**src/hdl/udpck_pkg.sv**
```systemverilog
`default_nettype none
package udpck_pkg;

  // Frame position counter width and its saturation value.
  localparam int unsigned PosW = 11;
  localparam logic [PosW-1:0] PosMax = '1;

  // Verdict codes.
  localparam logic [1:0] VERDICT_REDIRECT  = 2'd0;
  localparam logic [1:0] VERDICT_NOT_IPV4  = 2'd1;
  localparam logic [1:0] VERDICT_NOT_UDP   = 2'd2;
  localparam logic [1:0] VERDICT_TRUNCATED = 2'd3;

  // One classified byte, passed from the front end to the accumulator.
  typedef struct packed {
    logic [17:0] addend;   // byte's word part times its summing weight
    logic        last;     // final byte of the frame
    logic [1:0]  verdict;  // meaningful when last is set
    logic [6:0]  offset;   // checksum offset, meaningful when last is set
  } op_t;

  // One finished frame result.
  typedef struct packed {
    logic [1:0]  verdict;
    logic [15:0] checksum;
    logic [6:0]  offset;
    logic [31:0] frames_seen;
    logic [15:0] port;
  } res_t;

endpackage
`default_nettype wire

```
**src/hdl/udpck_front.sv**
```systemverilog
`default_nettype none
module udpck_front #(
  parameter int unsigned MAX_UDP_BYTES = 1480
) (
  input  wire logic             clk,
  input  wire logic             rst,
  input  wire logic             in_valid,
  input  wire logic [7:0]       data_byte,
  input  wire logic             last_byte,
  input  wire logic             q_ready,
  output logic                  in_ready,
  output logic                  push,
  output udpck_pkg::op_t        op
);
  import udpck_pkg::*;

  localparam logic [PosW-1:0] MaxUdp = PosW'(MAX_UDP_BYTES);

  logic [PosW-1:0] pos;
  logic [7:0]      held_high_byte;
  logic [3:0]      hlw;
  logic            is_ipv4;
  logic            is_udp;

  logic [3:0]      hlw_eff;
  logic            ipv4_eff;
  logic            udp_eff;
  logic [PosW-1:0] start;
  logic [PosW-1:0] rel;
  logic            in_udp;
  logic            w_pseudo;
  logic            w_len;
  logic            w_data;
  logic [1:0]      weight;
  logic [15:0]     word_part;
  logic [PosW:0]   len;
  logic [PosW:0]   udp_end;

  assign in_ready = q_ready;
  assign push     = in_valid && q_ready;

  always_comb begin
    hlw_eff   = (pos == PosW'(14)) ? data_byte[3:0] : hlw;
    ipv4_eff  = (pos == PosW'(13)) ? (held_high_byte == 8'h08 && data_byte == 8'h00) : is_ipv4;
    udp_eff   = (pos == PosW'(23)) ? (data_byte == 8'd17) : is_udp;
    start     = PosW'(14) + PosW'({hlw_eff, 2'b00});
    rel       = pos - start;
    in_udp    = (pos >= PosW'(14)) && (pos != PosMax) && (pos >= start);
    w_pseudo  = (pos == PosW'(23)) || ((pos >= PosW'(26)) && (pos <= PosW'(33)));
    w_len     = in_udp && ((rel == PosW'(4)) || (rel == PosW'(5)));
    w_data    = in_udp && (rel < MaxUdp) && (rel != PosW'(6)) && (rel != PosW'(7));
    weight    = 2'(w_pseudo) + 2'(w_len) + 2'(w_data);
    word_part = pos[0] ? {8'h00, data_byte} : {data_byte, 8'h00};
    len       = {1'b0, pos} + (PosW+1)'(1);
    udp_end   = {1'b0, start} + (PosW+1)'(8);

    op.addend = 18'(word_part) * 18'(weight);
    op.last   = last_byte;
    op.offset = '0;
    if (len < (PosW+1)'(14)) begin
      op.verdict = VERDICT_TRUNCATED;
    end else if (!ipv4_eff) begin
      op.verdict = VERDICT_NOT_IPV4;
    end else if (len < (PosW+1)'(34)) begin
      op.verdict = VERDICT_TRUNCATED;
    end else if (!udp_eff) begin
      op.verdict = VERDICT_NOT_UDP;
    end else if (len < udp_end) begin
      op.verdict = VERDICT_TRUNCATED;
    end else begin
      op.verdict = VERDICT_REDIRECT;
      op.offset  = 7'(start + PosW'(6));
    end
  end

  always_ff @(posedge clk) begin
    if (rst) begin
      pos            <= '0;
      held_high_byte <= '0;
      hlw            <= '0;
      is_ipv4        <= 1'b0;
      is_udp         <= 1'b0;
    end else if (push) begin
      if (last_byte) begin
        pos            <= '0;
        held_high_byte <= '0;
        hlw            <= '0;
        is_ipv4        <= 1'b0;
        is_udp         <= 1'b0;
      end else begin
        if (pos != PosMax) begin
          pos <= pos + PosW'(1);
        end
        if (pos == PosW'(12)) begin
          held_high_byte <= data_byte;
        end
        hlw     <= hlw_eff;
        is_ipv4 <= ipv4_eff;
        is_udp  <= udp_eff;
      end
    end
  end

endmodule
`default_nettype wire

```
**src/hdl/udpck_queue.sv**
```systemverilog
`default_nettype none
module udpck_queue (
  input  wire logic           clk,
  input  wire logic           rst,
  input  wire logic           push,
  input  wire udpck_pkg::op_t push_op,
  output logic                ready,
  input  wire logic           pop,
  output logic                valid,
  output udpck_pkg::op_t      head
);
  import udpck_pkg::*;

  op_t        slots [2];
  logic       wptr;
  logic       rptr;
  logic [1:0] count;

  assign ready = (count != 2'd2);
  assign valid = (count != 2'd0);
  assign head  = slots[rptr];

  always_ff @(posedge clk) begin
    if (push) begin
      slots[wptr] <= push_op;
    end
  end

  always_ff @(posedge clk) begin
    if (rst) begin
      wptr  <= 1'b0;
      rptr  <= 1'b0;
      count <= '0;
    end else begin
      if (push) begin
        wptr <= ~wptr;
      end
      if (pop) begin
        rptr <= ~rptr;
      end
      count <= count + 2'(push) - 2'(pop);
    end
  end

endmodule
`default_nettype wire

```
**src/hdl/udpck_back.sv**
```systemverilog
`default_nettype none
module udpck_back (
  input  wire logic           clk,
  input  wire logic           rst,
  input  wire logic           op_valid,
  input  wire udpck_pkg::op_t op,
  output logic                pop,
  input  wire logic [15:0]    redirect_port,
  output logic                res_valid,
  input  wire logic           res_ready,
  output udpck_pkg::res_t     res
);
  import udpck_pkg::*;

  logic [15:0] acc;
  logic [31:0] frame_counter;
  logic [18:0] sum;
  logic [16:0] fold1;
  logic [15:0] folded;

  // End-around carry folded twice brings any weighted add back to 16 bits.
  always_comb begin
    sum    = 19'(acc) + 19'(op.addend);
    fold1  = 17'(sum[15:0]) + 17'(sum[18:16]);
    folded = fold1[15:0] + 16'(fold1[16]);
  end

  assign pop = op_valid && (!op.last || !res_valid || res_ready);

  always_ff @(posedge clk) begin
    if (rst) begin
      acc           <= '0;
      frame_counter <= '0;
      res_valid     <= 1'b0;
    end else begin
      if (pop) begin
        if (op.last) begin
          acc           <= '0;
          frame_counter <= frame_counter + 32'd1;
        end else begin
          acc <= folded;
        end
      end
      if (pop && op.last) begin
        res_valid <= 1'b1;
      end else if (res_ready) begin
        res_valid <= 1'b0;
      end
    end
  end

  always_ff @(posedge clk) begin
    if (pop && op.last) begin
      res.verdict     <= op.verdict;
      res.checksum    <= (op.verdict == VERDICT_REDIRECT) ? ~folded : 16'h0000;
      res.offset      <= op.offset;
      res.frames_seen <= frame_counter + 32'd1;
      res.port        <= redirect_port;
    end
  end

endmodule
`default_nettype wire

```
**src/hdl/udp_ipv4_checksum_rewriter_core.sv**
```systemverilog
`default_nettype none
// UDP over IPv4 checksum rewriter.
//
// The input channel (in_valid / in_ready) carries an Ethernet frame one word
// per cycle: each word is one frame byte in wire order, with last_byte set on
// the final byte. The output channel (out_valid / out_ready) carries one word
// per frame: the verdict, the recomputed UDP checksum and the frame offset of
// its high byte, the running frame count and a copy of the redirect port.
// The redirect port is written through cfg_write_en / cfg_write_data.
//
// A byte is classified by the front end in the cycle it is accepted and goes
// into a two-entry queue; the accumulator drains the queue at one word per
// cycle, but stops at a final byte while the previous result is not taken.
// out_valid rises when the accumulator pops a frame's final byte and
// registers the result. One byte per cycle is sustained while results
// are taken, limited by the single ones' complement add in the accumulator.
//
// Reset clears the frame state, the frame counter, the redirect port and the
// queue. When the receiver stalls, the result is held in the output register;
// the accumulator stops at the next final byte, the queue fills and in_ready
// falls until the result is taken.
module udp_ipv4_checksum_rewriter_core #(
  parameter int unsigned MAX_UDP_BYTES = 1480
) (
  input  wire logic        clk,
  input  wire logic        rst,
  input  wire logic        in_valid,
  output logic             in_ready,
  input  wire logic [7:0]  data_byte,
  input  wire logic        last_byte,
  output logic             out_valid,
  input  wire logic        out_ready,
  output logic [1:0]       verdict,
  output logic [15:0]      checksum,
  output logic [6:0]       checksum_offset,
  output logic [31:0]      frames_seen,
  output logic [15:0]      port_out,
  input  wire logic        cfg_write_en,
  input  wire logic [15:0] cfg_write_data
);
  import udpck_pkg::*;

  logic [15:0] redirect_port;
  logic        q_ready;
  logic        push;
  op_t         push_op;
  logic        q_valid;
  op_t         q_head;
  logic        pop;
  res_t        res;

  // The user must rewrite the port only while no frame is in flight; the block does not enforce this.
  always_ff @(posedge clk) begin
    if (rst) begin
      redirect_port <= '0;
    end else if (cfg_write_en) begin
      redirect_port <= cfg_write_data;
    end
  end

  udpck_front #(
    .MAX_UDP_BYTES(MAX_UDP_BYTES)
  ) u_front (
    .clk      (clk),
    .rst      (rst),
    .in_valid (in_valid),
    .data_byte(data_byte),
    .last_byte(last_byte),
    .q_ready  (q_ready),
    .in_ready (in_ready),
    .push     (push),
    .op       (push_op)
  );

  udpck_queue u_queue (
    .clk    (clk),
    .rst    (rst),
    .push   (push),
    .push_op(push_op),
    .ready  (q_ready),
    .pop    (pop),
    .valid  (q_valid),
    .head   (q_head)
  );

  udpck_back u_back (
    .clk          (clk),
    .rst          (rst),
    .op_valid     (q_valid),
    .op           (q_head),
    .pop          (pop),
    .redirect_port(redirect_port),
    .res_valid    (out_valid),
    .res_ready    (out_ready),
    .res          (res)
  );

  assign verdict         = res.verdict;
  assign checksum        = res.checksum;
  assign checksum_offset = res.offset;
  assign frames_seen     = res.frames_seen;
  assign port_out        = res.port;

`ifndef SYNTHESIS
  // Successive results carry consecutive frame counts.
  a_count_step: assert property (@(posedge clk) disable iff (rst)
    (out_valid && out_ready) |=>
      (!out_valid || frames_seen == $past(frames_seen) + 32'd1))
    else $error("frame count did not advance by one between results");

  // A rejected frame reports neither checksum nor offset.
  a_reject_zero: assert property (@(posedge clk) disable iff (rst)
    (out_valid && verdict != VERDICT_REDIRECT) |->
      (checksum == 16'h0000 && checksum_offset == 7'd0))
    else $error("rejected frame carries a checksum or offset");

  // The checksum field always lies beyond the Ethernet header.
  a_offset_range: assert property (@(posedge clk) disable iff (rst)
    (out_valid && verdict == VERDICT_REDIRECT) |-> (checksum_offset >= 7'd20))
    else $error("checksum offset inside the Ethernet header");
`endif

endmodule
`default_nettype wire
```
**config.mk**
```make
export PLATFORM = sky130hd
export DESIGN_NAME = udp_ipv4_checksum_rewriter_core
export DESIGN_NICKNAME = d
export VERILOG_FILES = /design/src/hdl/udpck_pkg.sv /design/src/hdl/udpck_front.sv /design/src/hdl/udpck_queue.sv /design/src/hdl/udpck_back.sv /design/src/hdl/udp_ipv4_checksum_rewriter_core.sv
export SDC_FILE = /design/constraint.sdc
export NUM_CORES = 1
export LEC_CHECK = 0
export ABC_AREA = 1
export BUFFER_PORTS_ARGS = -buffer_cell sky130_fd_sc_hd__buf_2
export CORE_MARGIN = 2
export CORE_UTILIZATION = 27
export DETAILED_ROUTE_END_ITERATION = 10
export GPL_TIMING_DRIVEN = 0
export SYNTH_ARGS = -nofsm -noshare
export SYNTH_HDL_FRONTEND = slang
export SYNTH_SLANG_ARGS = --single-unit
```
**constraint.sdc**
```tcl
create_clock -name clk -period 8.6 [get_ports clk]
set_input_delay 0.43 -clock clk [delete_from_list [all_inputs] [get_ports clk]]
set_output_delay 0.43 -clock clk [all_outputs]
set_load 0.02 [all_outputs]
```
### After elaboration in Yosys (flattened, before gate mapping)

Memories as Yosys holds them, arrays and structs flattened. A register that Yosys moved wholly into a read port is not among the register bits.
Index checks and enable logic that the tools add are counted.

| word-level totals | value |
|---|---|
| flip-flop bits (word level) | 167 |
| latch bits | 0 |
| memory bits (writable) | 56 |
| memory bits (read-only) | 0 |
| input bits | 30 |
| memories | 1 |

Memory list:

| memory | words | bits a word | read ports | clocked after memory_dff | wr ports | line | RTL |
|---|---|---|---|---|---|---|---|
| u_queue.slots | 2 | 28 | 1 | 1 | 1 | udpck_queue.sv:14 | `op_t slots [2];` |

| operators by class | value |
|---|---|
| $add $sub $neg | 14 |
| $mul | 1 |
| div/mod/pow operators | 0 |
| $lt $le $gt $ge | 8 |
| equal/unequal tests | 12 |
| shift operators | 0 |
| muxes and demuxes | 28 |
| bitwise logic cells | 3 |
| reduce and logical (&&, ||, !) cells | 26 |

Operators by type and width:

| operator | number |
|---|---|
| 2-to-1 mux 7 bit | 5 |
| == test 11 x 4 -> 1 bit (second input constant) | 3 |
| adder 32 x 1 -> 32 bit (second input constant) | 1 |
| 2-to-1 mux 16 bit | 2 |
| == test 11 x 3 -> 1 bit (second input constant) | 2 |
| 2-to-1 mux 11 bit | 2 |
| != test 11 x 3 -> 1 bit (second input constant) | 2 |
| adder 16 x 18 -> 19 bit | 1 |
| multiplier 16 x 2 -> 18 bit | 1 |
| adder 16 x 3 -> 17 bit | 1 |
| adder 16 x 1 -> 16 bit | 1 |
| 2-to-1 mux 8 bit | 2 |
| NOT 16 bit | 1 |
| adder 11 x 1 -> 12 bit (second input constant) | 1 |
| adder 11 x 4 -> 12 bit (second input constant) | 1 |
| less-than comparator 12 bit | 1 |
| less-than comparator 12 x 4 -> 1 bit (second input constant) | 1 |
| less-than comparator 12 x 6 -> 1 bit (second input constant) | 1 |
| adder 11 x 1 -> 11 bit (second input constant) | 1 |
| == test 11 x 5 -> 1 bit (second input constant) | 1 |
| greater-or-equal comparator 11 bit | 1 |
| greater-or-equal comparator 11 x 4 -> 1 bit (second input constant) | 1 |
| greater-or-equal comparator 11 x 5 -> 1 bit (second input constant) | 1 |
| less-or-equal comparator 11 x 6 -> 1 bit (second input constant) | 1 |
| other kinds (22) | 57 |

### Longest topological paths before layout

Gate-level depths: netlist of the first run.

| logic depth | value |
|---|---|
| depth in word-level cells | 10 |
| mapped depth | 44 |

### By module

Synthesis of the first run repeated with hierarchy kept, for this count alone.

| second synthesis, totals | value |
|---|---|
| cells, all modules | 1528 |
| area total of the unflattened synthesis | 13018.7 sq um |

Modules (own cells, without submodules):

| module | times used | cells an instance | area each (sq um) | sequential area each (sq um) |
|---|---|---|---|---|
| udpck_back | 1 | 791 | 6756.5 | 3173.0 |
| udpck_front | 1 | 518 | 3244.4 | 500.5 |
| udpck_queue | 1 | 118 | 2347.3 | 1781.7 |
| udp_ipv4_checksum_rewriter_core | 1 | 101 | 670.6 | 320.3 |

### Worst setup path before layout of the first run

No wires, ideal clock.

| path | value |
|---|---|
| path kind | register -> register |
| start point | reg u_front.pos[0] |
| end point | mem u_queue.slots[0][25] in the netlist's numbering, data pin |
| library setup time | 0.256 ns |
| arrival | 6.401 ns |
| required time | 8.344 ns |
| slack | 1.942 ns |
| cell stages (with the launch flop) | 42 |
| buffers on the path | 2 |
| period minus slack after synthesis | 6.658 ns |
| cells stage by stage | dfxtp_1 -> inv_2 -> buf_1 -> ha_1 -> inv_1 -> nor4_4 -> inv_2 -> o21ai_2 -> inv_2 -> nand2_2 -> nand2_2 -> xor2_2 -> ha_1 -> a21oi_1 -> o21ai_0 -> a21o_1 -> nand2_1 -> nand2_1 -> [... 6 more ...] -> inv_1 -> clkbuf_1 -> nor3_1 -> ha_1 -> inv_1 -> fa_1 -> o21ai_1 -> nand2_1 -> nand2_1 -> a21oi_1 -> o21ai_1 -> a21boi_0 -> o21ai_1 -> nand2_1 -> nand2_1 -> a21oi_1 -> nand2_1 -> nand2_1 |

RTL lines:

| what | line | RTL |
|---|---|---|
| from (decl) | udpck_front.sv:19 | `logic [PosW-1:0] pos;` |
| from (signal assigned) | udpck_front.sv:92 | `pos <= pos + PosW'(1);` |
| to (decl) | udpck_queue.sv:14 |  |

==> results of run 1 <==
## cell usage after synthesis, drive strengths merged
cell | number | area, sq um
nand2 | 383 | 1480
inv | 198 | 743.2
nor2 | 150 | 653.1
edfxtp | 123 | 3694
a21oi | 102 | 521.8
dfxtp | 95 | 1902
nand3 | 90 | 510.5
o21ai | 73 | 372.9
ha | 56 | 700.7
xor2 | 55 | 496.7
nor3 | 50 | 300.3
clkbuf | 27 | 102.6
nand4 | 17 | 121.4
xnor2 | 15 | 131.4
buf | 11 | 60.06
o21bai | 9 | 67.56
or2 | 6 | 40.04
a211oi | 5 | 37.54
fa | 5 | 100.1
a21o | 4 | 30.03
a31oi | 3 | 18.77
nor4 | 3 | 33.78
o41ai | 3 | 26.28
a41oi | 2 | 17.52
and3 | 2 | 12.51
clkinv | 2 | 7.510
conb | 2 | 7.510
nor4b | 2 | 17.52
or4 | 2 | 15.01
a21boi | 1 | 7.510
a221o | 1 | 10.01
a22oi | 1 | 7.510
a31o | 1 | 8.760
and2 | 1 | 6.260
mux2i | 1 | 10.01
nand3b | 1 | 7.510
o211ai | 1 | 7.510
o21a | 1 | 7.510
o22ai | 1 | 12.51
o311ai | 1 | 8.760
o31ai | 1 | 7.510
o32ai | 1 | 8.760
## registers in the layout (all words and copies together), names as in the netlist, named ones only
signal / cells
redirect_port: 16
u_front.is_ipv4: 1
u_queue.wptr: 1
u_queue.rptr: 1
u_front.held_high_byte: 8
u_queue.count: 2
u_back.res: 71
u_front.pos: 11
u_front.is_udp: 1
u_back.res_valid: 1
u_back.acc: 16
u_back.frame_counter: 32
u_front.hlw: 4
u_queue.slots: 52
## worst register-to-register path, delay by kind of cell (launching register included)
family          cells  cell delay, ns
fa+ha+maj           5            1.74
buf+inv             9            1.20
xor+xnor            2            0.35
compound gates     11            2.10
simple gates       14            1.75
flops               1            0.35
## area by class of cell
cell class,instances,area (sq um)
sequential,218,5595
fill,4733,30720
clock inverter,16,151.4
buffer,38,166.4
inverter,200,750.7
multi-input combinational,1053,5832
tap,600,750.7
antenna,1,2.502
clock buffer,30,664.4
timing repair buffer,104,555.5
## worst paths after layout
kind                                   from                              to  slack (ns)  depth (start not counted)
max             u_front.pos[0]$_SDFFE_PP0P_  u_queue.slots[1][25]$_DFFE_PP_        0.84                         41
min                       cfg_write_data[9]   redirect_port[9]$_SDFFE_PP0P_        0.12                          3
max reg2reg     u_front.pos[0]$_SDFFE_PP0P_  u_queue.slots[1][25]$_DFFE_PP_        0.84                         41
min reg2reg  redirect_port[13]$_SDFFE_PP0P_        u_back.res[13]$_DFFE_PP_        0.42                          0
## layer usage
layer,global-route usage,routed length (microns)
met1,0.1652,14100
met2,0.2127,13760
met3,0.02678,1621
met4,0.04726,1050
met5,0,59
## metrics by stage
stage	cell area, sq um	setup slack (ns)	total power [mW]	util	instances
global route	14470	0.03709	4.436	0.3202	2260
global placement	13590	0.7832	3.083	0.3008	2210
detailed placement	13650	0.6930	3.125	0.3021	2213
CTS	14470	0.6518	4.185	0.3201	2259
floorplan	12340	1.942	2.649	-	1509
finish	14470	0.8398	4.142	0.3202	2260
## where the power goes
part           leakage [nW]  switching [mW]  internal [mW]
combinational          4.09            1.11          0.469
sequential             1.96           0.119           1.40
clock                 0.394           0.430          0.614
## cells by family (layout without fill, tap and decap cells)
| logic type | after synthesis | after routing | synth area share |
|---|---|---|---|
| and+or+nand+nor | 707 | 707 | 0.2593 |
| buffers and inverters | 238 | 388 | 0.07407 |
| adders and majority gates | 61 | 61 | 0.06494 |
| other | 2 | 4 | 0.0006090 |
| DFF | 218 | 218 | 0.4537 |
| muxes | 1 | 1 | 0.0008117 |
| xor gates and xnor gates | 70 | 70 | 0.05093 |
| AOI/OAI and AO/OA | 211 | 211 | 0.09558 |
## what timing repair did
action,CTS,global route
gates resized for setup,0,1
buffers inserted,0,0
endpoints found under the hold margin,0,0
setup endpoints to repair,0,2
==> impl_metrics.json, run 1 <==
{
  "skew_ns": 0.01284,
  "dp_hpwl_microns": 23790,
  "max_freq_mhz": 128.9,
  "min_path_type": "input pin to flip-flop",
  "final_common_cell": "nand2_1",
  "final_nets": 1731,
  "setup.worst_path.class": "flip-flop to flip-flop",
  "peakVddDrop_mv": 0.1585,
  "drive_above_1_share": 0.1459,
  "cp.buffers_inverters": 9,
  "viasPerCell": 4.508,
  "num_vias": 10190,
  "fin_crit_sh": 0.9024,
  "hold_violations": 0,
  "ys_ff_latch": 218,
  "path_clk_slew_ns": 0.06,
  "grt-ovfl-total": 0,
  "chipWidth_microns": 217.7,
  "end_kind": "flip-flop",
  "syn_inst": 1508,
  "rows": 78,
  "setup_viol": 0,
  "synth_cell_types": 60,
  "wl_microns": 30590,
  "clock-sinks": 218,
  "ys_seq_area_frac": 0.4537,
  "routabilityCongestion": 0.8840,
  "io_buffer_count": 101,
  "cp.required_ns": 8.86,
  "finalMaxSlewViolations": 0,
  "area_growth_pct": 17.33,
  "syn_area_per_cell_sq_um": 8.178,
  "status": "finished, final reports clean",
  "htreeDepth": 1,
  "maxSlewHeadroom": 0.4925,
  "cp-start-kind": "flip-flop",
  "drc_errors": 0,
  "io_pins": 105,
  "rsz0062_at_grt": "false",
  "critPathMaxFanout": 11,
  "grt_pass1_wl_microns": 49980,
  "ctsHoldBuffers": 0,
  "die_h_microns": 217.7,
  "worst_path_most_repeated_cell": "nand2_1",
  "ys_warn_count": 0,
  "finalSetupTns_ns": 0,
  "period_minus_slack_ns": 7.760,
  "cts-root-buf": "clkbuf_16",
  "grt_pass1_vias": 9993,
  "dr.pass1.iters": 6,
  "final_cell_mix": "nand2_1 (366), inv_1 (184), nor2_1 (126), edfxtp_1 (123), buf_2 (106)",
  "cp_top_family": "compound AO/OA/AOI/OAI gates",
  "dieArea_sq_um": 47400,
  "core_sq_um": 45190,
  "antenna_left": 0,
  "cts_tree": "built",
  "cp_slowest_cell": "fa_1",
  "finalHoldWorstSlack_ns": 0.1187,
  "drv_cap": 0,
  "cts_buffers": 25,
  "wl_per_cell_microns": 13.54,
  "arrival_ns": 8.02,
  "insertion_delay_ns": 0.54,
  "grt_start_max_net_pins": 44,
  "power.density_nw_per_um2": 286.2,
  "syn-cell-area_sq_um": 12330,
  "start_util": 0.2729,
  "drtIter0Drc": 532,
  "antenna_found_initial": 7,
  "cts_buffer_depth": 3,
  "grtUsageTotal": 0.1287,
  "leakage_nw": 6.448,
  "critPathMaxStageDelay_ns": 0.54,
  "worst_pin_slew_ns": 0.7604
}
Power figures use the tool's default switching activity.
==> run 2: changes to the inputs <==
- PLACE_DENSITY: not set -> 0.39
==> impl_metrics.json, run 2 (same netlist as run 1, synthesis figures left out) <==
{
  "drive_above_1_share": 0.1491,
  "reg_top3": "u_back.res x71, u_queue.slots x52, u_back.frame_counter x32",
  "cp_slowest_cell": "fa_1",
  "grt_pass1_vias": 9826,
  "core_sq_um": 45190,
  "viasPerCell": 4.405,
  "wl_microns": 33700,
  "grt_start_max_net_pins": 52,
  "grt_pass1_wl_microns": 53400,
  "io_buffer_count": 101,
  "htreeDepth": 1,
  "place_area_sq_um": 13640,
  "top_register": "u_back.res",
  "skew_ns": 0.04462,
  "status": "finished, final reports clean",
  "design_area_sq_um": 14690,
  "end_kind": "flip-flop",
  "antenna_found_initial": 0,
  "routabilityCongestion": 0.8629,
  "final_common_cell": "nand2_1",
  "io_pins": 105,
  "cts_buffers": 28,
  "power_mw": 4.431,
  "min_path_type": "input pin to flip-flop",
  "dr.pass1.iters": 5,
  "antenna_left": 0,
  "finalHoldWorstSlack_ns": 0.06943,
  "setup.worst_path.class": "flip-flop to flip-flop",
  "final_nets": 1732,
  "cts-root-buf": "clkbuf_16",
  "drc_errors": 0,
  "leakage_nw": 6.549,
  "power.density_nw_per_um2": 301.5,
  "finalMaxSlewViolations": 0,
  "area_growth_pct": 19.16,
  "rows": 78,
  "rsz0062_at_grt": "false",
  "cts_buffer_depth": 3,
  "maxSlewHeadroom": 0.4420,
  "cp_top_family": "compound AO/OA/AOI/OAI gates",
  "start_util": 0.2729,
  "path_clk_slew_ns": 0.06,
  "setup_viol": 0,
  "finalSetupTns_ns": 0,
  "die_h_microns": 217.7,
  "cp-start-kind": "flip-flop",
  "peakVddDrop_mv": 0.1537,
  "largest_reg_flops": 71,
  "wl_per_cell_microns": 14.89,
  "worst_pin_slew_ns": 0.8350,
  "num_vias": 9968,
  "worst_path_most_repeated_cell": "nand2_1",
  "cp.buffers_inverters": 9,
  "clock-sinks": 218,
  "dieArea_sq_um": 47400,
  "critPathMaxStageDelay_ns": 0.54,
  "hold_violations": 0,
  "period_minus_slack_ns": 7.791,
  "cts_tree": "built",
  "insertion_delay_ns": 0.58,
  "fin_crit_sh": 0.9059,
  "antennaDiodeCount": 0,
  "drv_cap": 0,
  "critPathMaxFanout": 11,
  "dp_hpwl_microns": 25770,
  "max_freq_mhz": 128.4,
  "grt-ovfl-total": 0,
  "grtUsageTotal": 0.1423,
  "fill_cells": 4781,
  "final_cell_mix": "nand2_1 (366), inv_1 (184), nor2_1 (126), edfxtp_1 (123), buf_2 (106)",
  "chipWidth_microns": 217.7,
  "cts_setup_buffers": 0,
  "arrival_ns": 8.07,
  "drtIter0Drc": 462,
  "cp.required_ns": 8.88,
  "utilization": 0.3252
}
-- run 2: changes by cell type in the layout (fill, tap and decap cells not counted), moves of 2 or more --
cell,delta
bufinv_16,+4
clkbuf_16,+4
clkinv_1,-3
buf_8,-2
clkbuf_8,+2
clkinv_2,-2
nor2_2,-2
nor2_4,+2
-- run 2: tightest hold or removal path, delay by kind of cell --
kind / cells / cell delay [ns]
buffers and inverters: 1 / 0.08
AND/OR/NAND/NOR: 2 / 0.11
-- run 2: repair_timing --
item / CTS / global route
endpoints found under the hold margin: 0 / 0
hold buffers: 0 / 0
endpoints found under the setup margin: 0 / 2
resized for setup: 0 / 1
-- run 2: metrics by stage --
| step | instances | setup slack, ns |
|---|---|---|
| 3_3_place_gp | 2210 | 0.5290 |
| 3_5_place_dp | 2211 | 0.5748 |
| 6_report | 2263 | 0.8092 |
| 4_1_cts | 2263 | 0.5438 |
| 5_1_grt | 2263 | 0.1440 |
| 2_1_floorplan | 1509 | 1.942 |
-- run 2: metal layers --
layer  up-vias  wire length, microns  share of wire  GRT usage
li1       5218                     -              -          -
met1      4579                 16510           0.49     0.1940
met2       134                 15370           0.46     0.2365
met3        37                  1236          0.037    0.02162
met4         0                   587          0.017    0.03333
met5         -                     0              0          0
-- run 2: area by class of cell --
type | instances | area, sq um | share of cell area
Timing Repair Buffer | 102 | 533.0 | 0.03627
Inverter | 200 | 750.7 | 0.05109
Multi-Input combinational cell | 1053 | 5842 | 0.3976
Clock inverter | 15 | 260.3 | 0.01771
Buffer | 38 | 166.4 | 0.01132
Sequential cell | 218 | 5595 | 0.3808
Tap cell | 600 | 750.7 | 0.05109
Clock buffer | 37 | 795.8 | 0.05416
-- run 2: final timing paths --
check	slack, ns	to	startpoint	cells after the start
min	0.07	redirect_port[10]$_SDFFE_PP0P_	cfg_write_data[10]	3
min reg2reg	0.43	u_back.res[9]$_DFFE_PP_	redirect_port[9]$_SDFFE_PP0P_	0
max reg2reg	0.81	u_queue.slots[0][25]$_DFFE_PP_	u_front.pos[0]$_SDFFE_PP0P_	41
max	0.81	u_queue.slots[0][25]$_DFFE_PP_	u_front.pos[0]$_SDFFE_PP0P_	41
-- run 2: power breakdown --
group          internal (mW)  total [mW]  switching, mW
Sequential              1.40        1.51          0.114
Clock                  0.834        1.32          0.483
Combinational          0.469        1.60           1.13
